### config.mk
export PLATFORM = sky130hd
export DESIGN_NAME = round_robin_scheduler_with_mutex_queues_core
export DESIGN_NICKNAME = d
export VERILOG_FILES = /design/src/rtl/rrs_pkg.sv /design/src/rtl/round_robin_scheduler_with_mutex_queues_core.sv /design/src/rtl/rrs_seq.sv
export SDC_FILE = /design/constraint.sdc
export NUM_CORES = 1
export LEC_CHECK = 0
export ABC_AREA = 1
export BUFFER_PORTS_ARGS = -buffer_cell sky130_fd_sc_hd__buf_2
export CORE_AREA = 2 2 181 183
export CTS_CLUSTER_SIZE = 16
export DETAILED_ROUTE_END_ITERATION = 10
export DIE_AREA = 0 0 183 185
export PLACE_DENSITY = 0.71
export SKIP_CTS_REPAIR_TIMING = 1
export SLEW_MARGIN = 10
export SYNTH_ARGS = -nofsm -noshare
export SYNTH_HDL_FRONTEND = slang
export SYNTH_SLANG_ARGS = --single-unit
### constraint.sdc
create_clock -name clk -period 4.2 [get_ports clk]
set_clock_uncertainty 0.05 [all_clocks]
set_input_delay 0.42 -clock clk [delete_from_list [all_inputs] [get_ports clk]]
set_output_delay 0.42 -clock clk [all_outputs]
set_load 0.01 [all_outputs]
### src/rtl/rrs_pkg.sv
package rrs_pkg;

  localparam int SLOT_ID_W = 3;
  localparam int LOCK_ID_W = 3;

  typedef logic [SLOT_ID_W-1:0] slot_id_t;
  typedef logic [LOCK_ID_W-1:0] lock_id_t;

  typedef enum logic [1:0] {
    REQ_CREATE  = 2'd0,
    REQ_SWITCH  = 2'd1,
    REQ_ACQUIRE = 2'd2,
    REQ_RELEASE = 2'd3
  } req_t;

  typedef enum logic [1:0] {
    STAT_OK      = 2'd0,
    STAT_IDLE    = 2'd1,
    STAT_FULL    = 2'd2,
    STAT_BLOCKED = 2'd3
  } status_t;

  typedef struct packed {
    status_t  status;
    slot_id_t slot;
    logic     woke;
  } res_t;

endpackage

### src/rtl/round_robin_scheduler_with_mutex_queues_core.sv
// Hardware round-robin task scheduler with mutex wait queues.
// Requests enter on the in_ ports: a request is taken at a rising edge with start
// high and busy low. in_req_type selects create, switch, acquire or release;
// in_stack_pointer carries the initial or saved stack pointer (zero on switch
// means the running process ended); in_lock_id names the lock.
// Every request gives exactly one result beat on the out_ ports, shown for one
// cycle with out_valid high: status, slot, next stack pointer and a wake flag.
// Work is done by a small sequencer around slot and lock tables with registered
// reads, one write and one read per table per cycle. Acquire, a full create, a
// release with no waiter and a switch that keeps or idles the running slot end
// in the execute step; a create may add a link step, a waking release reads the
// wait-queue head and its successor, and a rotating switch may requeue the
// outgoing slot before popping the ready-queue head. Busy stays high until the
// cycle the result appears, so a new request can be taken while out_valid is high.
// A synchronous active-low reset empties the ready and wait queues, frees all
// locks and forgets all slots; tables need no clearing pass. The receiver
// cannot stall: each result beat is taken in the cycle it is shown.
module round_robin_scheduler_with_mutex_queues_core #(
  parameter int MAX_PROCS     = 8,
  parameter int NUM_LOCKS     = 8,
  parameter int POINTER_WIDTH = 16
) (
  input  logic                        clk,
  input  logic                        rst_n,
  input  logic                        start,
  output logic                        busy,
  input  logic [1:0]                  in_req_type,
  input  logic [POINTER_WIDTH-1:0]    in_stack_pointer,
  input  rrs_pkg::lock_id_t           in_lock_id,
  output logic                        out_valid,
  output logic [1:0]                  out_status,
  output rrs_pkg::slot_id_t           out_slot_id,
  output logic [POINTER_WIDTH-1:0]    out_next_pointer,
  output logic                        out_woke_one
);

  logic                     busy_r;
  logic                     out_valid_r;
  rrs_pkg::res_t            out_res_r;
  logic [POINTER_WIDTH-1:0] out_ptr_r;
  logic                     go;
  logic                     seq_done;
  rrs_pkg::res_t            seq_res;
  logic [POINTER_WIDTH-1:0] seq_ptr;

  assign go = start && !busy_r;

  rrs_seq #(
    .MAX_PROCS    (MAX_PROCS),
    .NUM_LOCKS    (NUM_LOCKS),
    .POINTER_WIDTH(POINTER_WIDTH)
  ) u_seq (
    .clk    (clk),
    .rst_n  (rst_n),
    .go     (go),
    .req    (rrs_pkg::req_t'(in_req_type)),
    .ptr    (in_stack_pointer),
    .lk     (in_lock_id),
    .done   (seq_done),
    .res    (seq_res),
    .res_ptr(seq_ptr)
  );

  always_ff @(posedge clk) begin
    if (!rst_n) begin
      busy_r      <= 1'b0;
      out_valid_r <= 1'b0;
    end else begin
      out_valid_r <= seq_done;
      if (go) begin
        busy_r <= 1'b1;
      end else if (seq_done) begin
        busy_r <= 1'b0;
      end
    end
  end

  always_ff @(posedge clk) begin
    if (seq_done) begin
      out_res_r <= seq_res;
      out_ptr_r <= seq_ptr;
    end
  end

  assign busy             = busy_r;
  assign out_valid        = out_valid_r;
  assign out_status       = out_res_r.status;
  assign out_slot_id      = out_res_r.slot;
  assign out_next_pointer = out_ptr_r;
  assign out_woke_one     = out_res_r.woke;

endmodule

### src/rtl/rrs_seq.sv
module rrs_seq #(
  parameter int MAX_PROCS     = 8,
  parameter int NUM_LOCKS     = 8,
  parameter int POINTER_WIDTH = 16
) (
  input  logic                     clk,
  input  logic                     rst_n,
  input  logic                     go,
  input  rrs_pkg::req_t            req,
  input  logic [POINTER_WIDTH-1:0] ptr,
  input  rrs_pkg::lock_id_t        lk,
  output logic                     done,
  output rrs_pkg::res_t            res,
  output logic [POINTER_WIDTH-1:0] res_ptr
);

  localparam int SW  = $clog2(MAX_PROCS + 1);
  localparam int PW  = $clog2(MAX_PROCS);
  localparam int LW  = $clog2(NUM_LOCKS + 1);
  localparam int LAW = (NUM_LOCKS > 1) ? $clog2(NUM_LOCKS) : 1;
  localparam logic [SW-1:0] NIL_SLOT = SW'(MAX_PROCS);
  localparam logic [LW-1:0] NIL_LOCK = LW'(NUM_LOCKS);

  typedef enum logic [9:0] {
    ST_IDLE  = 10'b00_0000_0001,
    ST_EXEC  = 10'b00_0000_0010,
    ST_SWBO  = 10'b00_0000_0100,
    ST_WTAIL = 10'b00_0000_1000,
    ST_LINK  = 10'b00_0001_0000,
    ST_POPRD = 10'b00_0010_0000,
    ST_POPWR = 10'b00_0100_0000,
    ST_RELH  = 10'b00_1000_0000,
    ST_RELN  = 10'b01_0000_0000,
    ST_DONE  = 10'b10_0000_0000
  } state_t;

  function automatic logic [PW-1:0] sidx(input logic [SW-1:0] s);
    return s[PW-1:0];
  endfunction

  function automatic logic slot_ok(input logic [SW-1:0] s);
    return s < NIL_SLOT;
  endfunction

  state_t                   state_r, state_nxt;
  rrs_pkg::req_t            req_r;
  logic [POINTER_WIDTH-1:0] ptr_r;
  rrs_pkg::lock_id_t        lk_r;
  logic [SW-1:0]            head_r, head_nxt;
  logic [SW-1:0]            tail_r, tail_nxt;
  logic [SW-1:0]            running_r, running_nxt;
  logic [SW-1:0]            used_r, used_nxt;
  logic [SW-1:0]            cur_r, cur_nxt;
  logic [SW-1:0]            link_from_r, link_from_nxt;
  logic [LAW-1:0]           wlk_r, wlk_nxt;
  logic [NUM_LOCKS-1:0]     held_r, held_nxt;
  logic [NUM_LOCKS-1:0]     wne_r, wne_nxt;
  rrs_pkg::res_t            res_r, res_nxt;
  logic [POINTER_WIDTH-1:0] res_ptr_r, res_ptr_nxt;

  // Slot and lock tables, one write and one registered read per cycle each.
  logic [POINTER_WIDTH-1:0] sp_mem_r [MAX_PROCS];
  logic [SW-1:0]            ln_mem_r [MAX_PROCS];
  logic [LW-1:0]            bo_mem_r [MAX_PROCS];
  logic [SW-1:0]            wh_mem_r [NUM_LOCKS];
  logic [SW-1:0]            wt_mem_r [NUM_LOCKS];
  logic [POINTER_WIDTH-1:0] sp_rd_r;
  logic [SW-1:0]            ln_rd_r;
  logic [LW-1:0]            bo_rd_r;
  logic [SW-1:0]            wh_rd_r;
  logic [SW-1:0]            wt_rd_r;

  logic                     sp_we, ln_we, bo_we, wh_we, wt_we;
  logic [PW-1:0]            sp_wa, ln_wa, bo_wa, sp_ra, ln_ra, bo_ra;
  logic [LAW-1:0]           wh_wa, wt_wa, wh_ra, wt_ra;
  logic [POINTER_WIDTH-1:0] sp_wd;
  logic [SW-1:0]            ln_wd, wh_wd, wt_wd;
  logic [LW-1:0]            bo_wd;

  logic                     app_go;
  logic [SW-1:0]            app_slot;
  state_t                   app_then;
  logic                     live;
  logic                     lk_ok;
  logic [LAW-1:0]           lk_idx;
  logic [LAW-1:0]           bo_lk;

  assign live   = (ptr_r != '0) && slot_ok(running_r);
  assign lk_ok  = int'(lk_r) < NUM_LOCKS;
  assign lk_idx = LAW'(lk_r);
  assign bo_lk  = LAW'(bo_rd_r);

  always_comb begin
    state_nxt     = state_r;
    head_nxt      = head_r;
    tail_nxt      = tail_r;
    running_nxt   = running_r;
    used_nxt      = used_r;
    cur_nxt       = cur_r;
    link_from_nxt = link_from_r;
    wlk_nxt       = wlk_r;
    held_nxt      = held_r;
    wne_nxt       = wne_r;
    res_nxt       = res_r;
    res_ptr_nxt   = res_ptr_r;
    sp_we = 1'b0; sp_wa = '0; sp_wd = ptr_r; sp_ra = '0;
    ln_we = 1'b0; ln_wa = '0; ln_wd = NIL_SLOT; ln_ra = '0;
    bo_we = 1'b0; bo_wa = '0; bo_wd = NIL_LOCK; bo_ra = '0;
    wh_we = 1'b0; wh_wa = '0; wh_wd = cur_r; wh_ra = '0;
    wt_we = 1'b0; wt_wa = '0; wt_wd = cur_r; wt_ra = '0;
    app_go   = 1'b0;
    app_slot = cur_r;
    app_then = ST_DONE;

    case (state_r)
      ST_IDLE: begin
        if (go) begin
          state_nxt = ST_EXEC;
        end
      end
      ST_EXEC: begin
        res_nxt     = '{status: rrs_pkg::STAT_OK, slot: '0, woke: 1'b0};
        res_ptr_nxt = '0;
        state_nxt   = ST_DONE;
        case (req_r)
          rrs_pkg::REQ_CREATE: begin
            if (used_r == NIL_SLOT) begin
              res_nxt.status = rrs_pkg::STAT_FULL;
            end else begin
              used_nxt    = used_r + SW'(1);
              sp_we       = 1'b1;
              sp_wa       = sidx(used_r);
              bo_we       = 1'b1;
              bo_wa       = sidx(used_r);
              res_nxt.slot = rrs_pkg::slot_id_t'(used_r);
              app_go      = 1'b1;
              app_slot    = used_r;
              app_then    = ST_DONE;
            end
          end
          rrs_pkg::REQ_SWITCH: begin
            if (!slot_ok(head_r)) begin
              if (live) begin
                sp_we        = 1'b1;
                sp_wa        = sidx(running_r);
                res_nxt.slot = rrs_pkg::slot_id_t'(running_r);
                res_ptr_nxt  = ptr_r;
              end else begin
                running_nxt    = NIL_SLOT;
                res_nxt.status = rrs_pkg::STAT_IDLE;
              end
            end else if (live) begin
              sp_we     = 1'b1;
              sp_wa     = sidx(running_r);
              bo_ra     = sidx(running_r);
              cur_nxt   = running_r;
              state_nxt = ST_SWBO;
            end else begin
              state_nxt = ST_POPRD;
            end
          end
          rrs_pkg::REQ_ACQUIRE: begin
            if (lk_ok) begin
              if (!slot_ok(running_r)) begin
                res_nxt.status = rrs_pkg::STAT_IDLE;
              end else if (held_r[lk_idx]) begin
                bo_we          = 1'b1;
                bo_wa          = sidx(running_r);
                bo_wd          = LW'(lk_r);
                res_nxt.status = rrs_pkg::STAT_BLOCKED;
              end else begin
                held_nxt[lk_idx] = 1'b1;
                bo_we            = 1'b1;
                bo_wa            = sidx(running_r);
                res_nxt.slot     = rrs_pkg::slot_id_t'(running_r);
              end
            end
          end
          rrs_pkg::REQ_RELEASE: begin
            if (lk_ok) begin
              held_nxt[lk_idx] = 1'b0;
              if (wne_r[lk_idx]) begin
                wh_ra     = lk_idx;
                state_nxt = ST_RELH;
              end
            end
          end
          default: begin
            state_nxt = ST_DONE;
          end
        endcase
      end
      ST_SWBO: begin
        // The outgoing slot goes to its lock's wait queue when it is blocked, else to the ready queue.
        if (bo_rd_r < NIL_LOCK) begin
          wlk_nxt = bo_lk;
          ln_we   = 1'b1;
          ln_wa   = sidx(cur_r);
          if (wne_r[bo_lk]) begin
            wt_ra     = bo_lk;
            state_nxt = ST_WTAIL;
          end else begin
            wh_we          = 1'b1;
            wh_wa          = bo_lk;
            wt_we          = 1'b1;
            wt_wa          = bo_lk;
            wne_nxt[bo_lk] = 1'b1;
            state_nxt      = ST_POPRD;
          end
        end else begin
          app_go   = 1'b1;
          app_slot = cur_r;
          app_then = ST_POPRD;
        end
      end
      ST_WTAIL: begin
        ln_we     = 1'b1;
        ln_wa     = sidx(wt_rd_r);
        ln_wd     = cur_r;
        wt_we     = 1'b1;
        wt_wa     = wlk_r;
        state_nxt = ST_POPRD;
      end
      ST_LINK: begin
        ln_we     = 1'b1;
        ln_wa     = sidx(link_from_r);
        ln_wd     = cur_r;
        state_nxt = (req_r == rrs_pkg::REQ_SWITCH) ? ST_POPRD : ST_DONE;
      end
      ST_POPRD: begin
        ln_ra     = sidx(head_r);
        sp_ra     = sidx(head_r);
        state_nxt = ST_POPWR;
      end
      ST_POPWR: begin
        ln_we        = 1'b1;
        ln_wa        = sidx(head_r);
        running_nxt  = head_r;
        res_nxt.slot = rrs_pkg::slot_id_t'(head_r);
        res_ptr_nxt  = sp_rd_r;
        if (slot_ok(ln_rd_r)) begin
          head_nxt = ln_rd_r;
        end else begin
          head_nxt = NIL_SLOT;
          tail_nxt = NIL_SLOT;
        end
        state_nxt = ST_DONE;
      end
      ST_RELH: begin
        cur_nxt   = wh_rd_r;
        ln_ra     = sidx(wh_rd_r);
        state_nxt = ST_RELN;
      end
      ST_RELN: begin
        bo_we = 1'b1;
        bo_wa = sidx(cur_r);
        if (slot_ok(ln_rd_r)) begin
          wh_we = 1'b1;
          wh_wa = lk_idx;
          wh_wd = ln_rd_r;
        end else begin
          wne_nxt[lk_idx] = 1'b0;
        end
        res_nxt.slot = rrs_pkg::slot_id_t'(cur_r);
        res_nxt.woke = 1'b1;
        app_go       = 1'b1;
        app_slot     = cur_r;
        app_then     = ST_DONE;
      end
      ST_DONE: begin
        state_nxt = ST_IDLE;
      end
      default: begin
        state_nxt = ST_IDLE;
      end
    endcase

    // Ready-queue append: terminate the new entry, then link any old tail to it or make it head.
    if (app_go) begin
      ln_we    = 1'b1;
      ln_wa    = sidx(app_slot);
      ln_wd    = NIL_SLOT;
      tail_nxt = app_slot;
      if (slot_ok(tail_r)) begin
        link_from_nxt = tail_r;
        cur_nxt       = app_slot;
        state_nxt     = ST_LINK;
      end else begin
        head_nxt  = app_slot;
        state_nxt = app_then;
      end
    end
  end

  always_ff @(posedge clk) begin
    if (!rst_n) begin
      state_r   <= ST_IDLE;
      head_r    <= NIL_SLOT;
      tail_r    <= NIL_SLOT;
      running_r <= NIL_SLOT;
      used_r    <= '0;
      held_r    <= '0;
      wne_r     <= '0;
    end else begin
      state_r   <= state_nxt;
      head_r    <= head_nxt;
      tail_r    <= tail_nxt;
      running_r <= running_nxt;
      used_r    <= used_nxt;
      held_r    <= held_nxt;
      wne_r     <= wne_nxt;
    end
  end

  always_ff @(posedge clk) begin
    if (go && (state_r == ST_IDLE)) begin
      req_r <= req;
      ptr_r <= ptr;
      lk_r  <= lk;
    end
    cur_r       <= cur_nxt;
    link_from_r <= link_from_nxt;
    wlk_r       <= wlk_nxt;
    res_r       <= res_nxt;
    res_ptr_r   <= res_ptr_nxt;
  end

  always_ff @(posedge clk) begin
    if (sp_we) begin
      sp_mem_r[sp_wa] <= sp_wd;
    end
    sp_rd_r <= sp_mem_r[sp_ra];
  end

  always_ff @(posedge clk) begin
    if (ln_we) begin
      ln_mem_r[ln_wa] <= ln_wd;
    end
    ln_rd_r <= ln_mem_r[ln_ra];
  end

  always_ff @(posedge clk) begin
    if (bo_we) begin
      bo_mem_r[bo_wa] <= bo_wd;
    end
    bo_rd_r <= bo_mem_r[bo_ra];
  end

  always_ff @(posedge clk) begin
    if (wh_we) begin
      wh_mem_r[wh_wa] <= wh_wd;
    end
    wh_rd_r <= wh_mem_r[wh_ra];
  end

  always_ff @(posedge clk) begin
    if (wt_we) begin
      wt_mem_r[wt_wa] <= wt_wd;
    end
    wt_rd_r <= wt_mem_r[wt_ra];
  end

  assign done    = (state_r == ST_DONE);
  assign res     = res_r;
  assign res_ptr = res_ptr_r;

endmodule

==> out/metrics.cfg <==
[global_route]
antenna_found_initial=0
track_usage_pct=25.1
grt_pass1_wl_mm=64.8
gr-total-overflow=0
grt_max_degree=50
grt_pass1_vias=12000

[die]
dieWidth_um=183
core_um2=32000
start_util_pct=54.1
dieArea_um2=33900
rows=66
die_h_um=185
io_pins=48

[sta]
relSlewSlack_pct=34.2
slew_viol_final=0
setup_viol=0
hold_viol_final=0
post-route-period-util_pct=74.4
fmax_mhz=320
rsz0062_at_grt=no
period_minus_slack_ns=3.12
tns_ns=0
tightestPinTransition_ns=0.986
hold_slack_ns=0.00650

[final_layout]
drive_above_1_share_pct=11.3
syn_to_final_growth_pct=12.7
final_util_pct=60.9
nets=1842
antenna_cells=0

[cts]
cts_max_path_buffers=3
cts_root_buffer=clkbuf_16
cts_made_buffers=40
clkSinkCount=398
clkLatencyLatePin_ns=0.56
path_clk_slew_ns=0.06
cts_tree=done
htree_levels=2

[run_status]
status=finished, final reports clean

[detailed_routing]
drt-wirelength-per-cell_um=18.6
highest_layer=met4
drt-pass1-iter-count=5
vias=12500
antenna_left=0
wl_met2_mm=20.0
route.met3.wl_mm=3.39
routed_wl_mm=41.9
wl_met1_mm=17.1
dr.first_iter.drc_count=1305
route.detailed.drc=0
post_drt_via_cell_ratio=5.55

[synthesis]
ys.flop_type=edfxtp_1
synth_top_area_share_pct=55.3
synth-compound-area-share_pct=8.45
ys_seq_elements=398
yosysMostFrequentCell=nand2_1
synth_area_um2=17300
yosysWarnings=0
synth-simple-area-share_pct=20.2
synth_top_family_by_area=simple AND/OR/NAND/NOR gates
synth_cell_type_count=42
synth_top_area_cell=edfxtp_1
synth_xor_area_share_pct=0
seq_area_frac_synth_pct=64.4
synth.area.top_cells=edfxtp_1 (55%), nand2_1 (9.4%), dfxtp_1 (9.1%)
synthTopCellsByCount=nand2_1 (434), edfxtp_1 (319), inv_1 (210), nor2_1 (159), nand3_1 (114)
synth_edf_count=319
syn-num-nets=1764
synth_async_sr_flop_share_pct=0
synth.area.mux_share_pct=0
avgSynthCellArea_um2=9.97
synthCells=1738
synth-adder-area-share_pct=0.144

[hold_path]
hold_end=u_seq.ptr_r[12]
hp-class=in2reg
hold_depth=1
worstHoldStart=in_stack_pointer[12]

[power]
ir_drop_mv=0.352
cellPowerDensity_nw_per_um2=438
p_leak_uw=0.00776

[placement]
gp_congestion=0.951
hpwl_mm=28.7
numPortBuffers=47

[worst_setup_path]
cp.required_ns=4.58
reg2regPathDepth=10
reg2reg_from=u_seq.state_r[0]
worstSetupStartpointType=flop
rrSetupSlack_ns=1.08
worstPathArrival_ns=3.51
reg2reg_to=u_seq.ln_rd_r[0]
cp_max_fo=17
endpoint_kind=flop
path_class=reg2reg

[flow_run]
maxCapViolCount=0

==> layer usage <==
metal / global-route usage [%] / vias up
li1: - / 6038
met5: 0 / -
met2: 42.9 / 526
met3: 5.05 / 97
met1: 32.2 / 5844
met4: 8.83 / 0
==> logic make-up (layout without fill, tap and decap cells) <==
family	Yosys count	in the layout
AND/OR/NAND/NOR	807	807
flip-flops	398	398
buffers and inverters	294	403
AO/OA/AOI/OAI	237	237
adder cells (fa/ha/maj)	2	2
==> layout by cell type, fill, tap and decap left out, drive strengths merged, types with 2 or more instances in the layout <==
| master | instances |
|---|---|
| a21oi | 67 |
| a31oi | 2 |
| buf | 70 |
| bufinv | 4 |
| clkbuf | 53 |
| clkinv | 19 |
| dfxtp | 79 |
| dlygate4sd3 | 20 |
| edfxtp | 319 |
| ha | 2 |
| inv | 237 |
| nand2 | 440 |
| nand3 | 118 |
| nand3b | 14 |
| nand4 | 41 |
| nor2 | 170 |
| nor3 | 20 |
| o211ai | 54 |
| o21ai | 83 |
| o22ai | 21 |
| o31ai | 6 |
| or2 | 3 |
==> flip-flops by register name, indices dropped and copies added (netlist names), 4 cells and up, named ones only <==
register          count
u_seq.wh_rd_r         4
u_seq.res             6
u_seq.state_r        10
u_seq.res_ptr        16
u_seq.sp_mem_r      128
u_seq.cur_r           4
u_seq.wt_mem_r       24
u_seq.ptr_r          16
u_seq.sp_rd_r        16
u_seq.tail_r          4
out_next_pointer     16
u_seq.ln_mem_r       32
u_seq.bo_mem_r       32
u_seq.used_r          4
u_seq.wh_mem_r       32
u_seq.bo_rd_r         4
u_seq.head_r          4
u_seq.wne_r           8
u_seq.ln_rd_r         4
u_seq.running_r       4
==> layout make-up <==
type                       count  area [µm²]
clock buffer                  53        1110
clock inverter                20         226
fill                        2654       12500
inverter                     240         906
multi-input combinational   1046        5000
sequential                   398       11200
tap                          408         510
timing repair buffer          90         608
==> worst max path at each step <==
stage,from,to,slack [ns],cells after the start
after floorplan,u_seq.state_r[6],busy,1.27,8
after global routing,u_seq.state_r[7],u_seq.ln_rd_r[0],0.76,10
final,u_seq.state_r[0],u_seq.ln_rd_r[0],1.08,10
after CTS,u_seq.state_r[6],u_seq.ln_rd_r[0],1.06,10
after global placement,u_seq.state_r[2],u_seq.ln_rd_r[3],1.17,10
after detailed placement,u_seq.state_r[2],u_seq.ln_rd_r[3],1.08,10
==> metrics by stage <==
stage               worst slack, ns  total power, µW  cell area (µm²)  instances
floorplan                      1.27             4810            17300       1738
global placement               1.17             4980            18000       2162
detailed placement             1.08             5000            18000       2162
CTS                            1.06             8570            19300       2235
global route                  0.756             8810            19500       2255
finish                         1.08             8550            19500       2255
==> power by group <==
group / leakage (µW) / internal, µW / switching [µW] / total (µW)
clock: 0.000667 / 2120 / 1490 / 3620
combinational: 0.00345 / 100 / 287 / 387
sequential: 0.00365 / 4400 / 151 / 4550
total: 0.00776 / 6620 / 1930 / 8550
==> critical path, cell delays in order, from the launching register on <==
cell	delay [ns]
dfxtp_1	0.34
nor2_4	0.19
nand2_4	0.13
nor3_2	0.68
nand2_1	0.71
nand2_1	0.50
a21oi_1	0.09
o21ai_1	0.11
nand2_1	0.08
nand2_1	0.07
nand2_1	0.05
No activity file was read; power rests on OpenSTA's default activity.
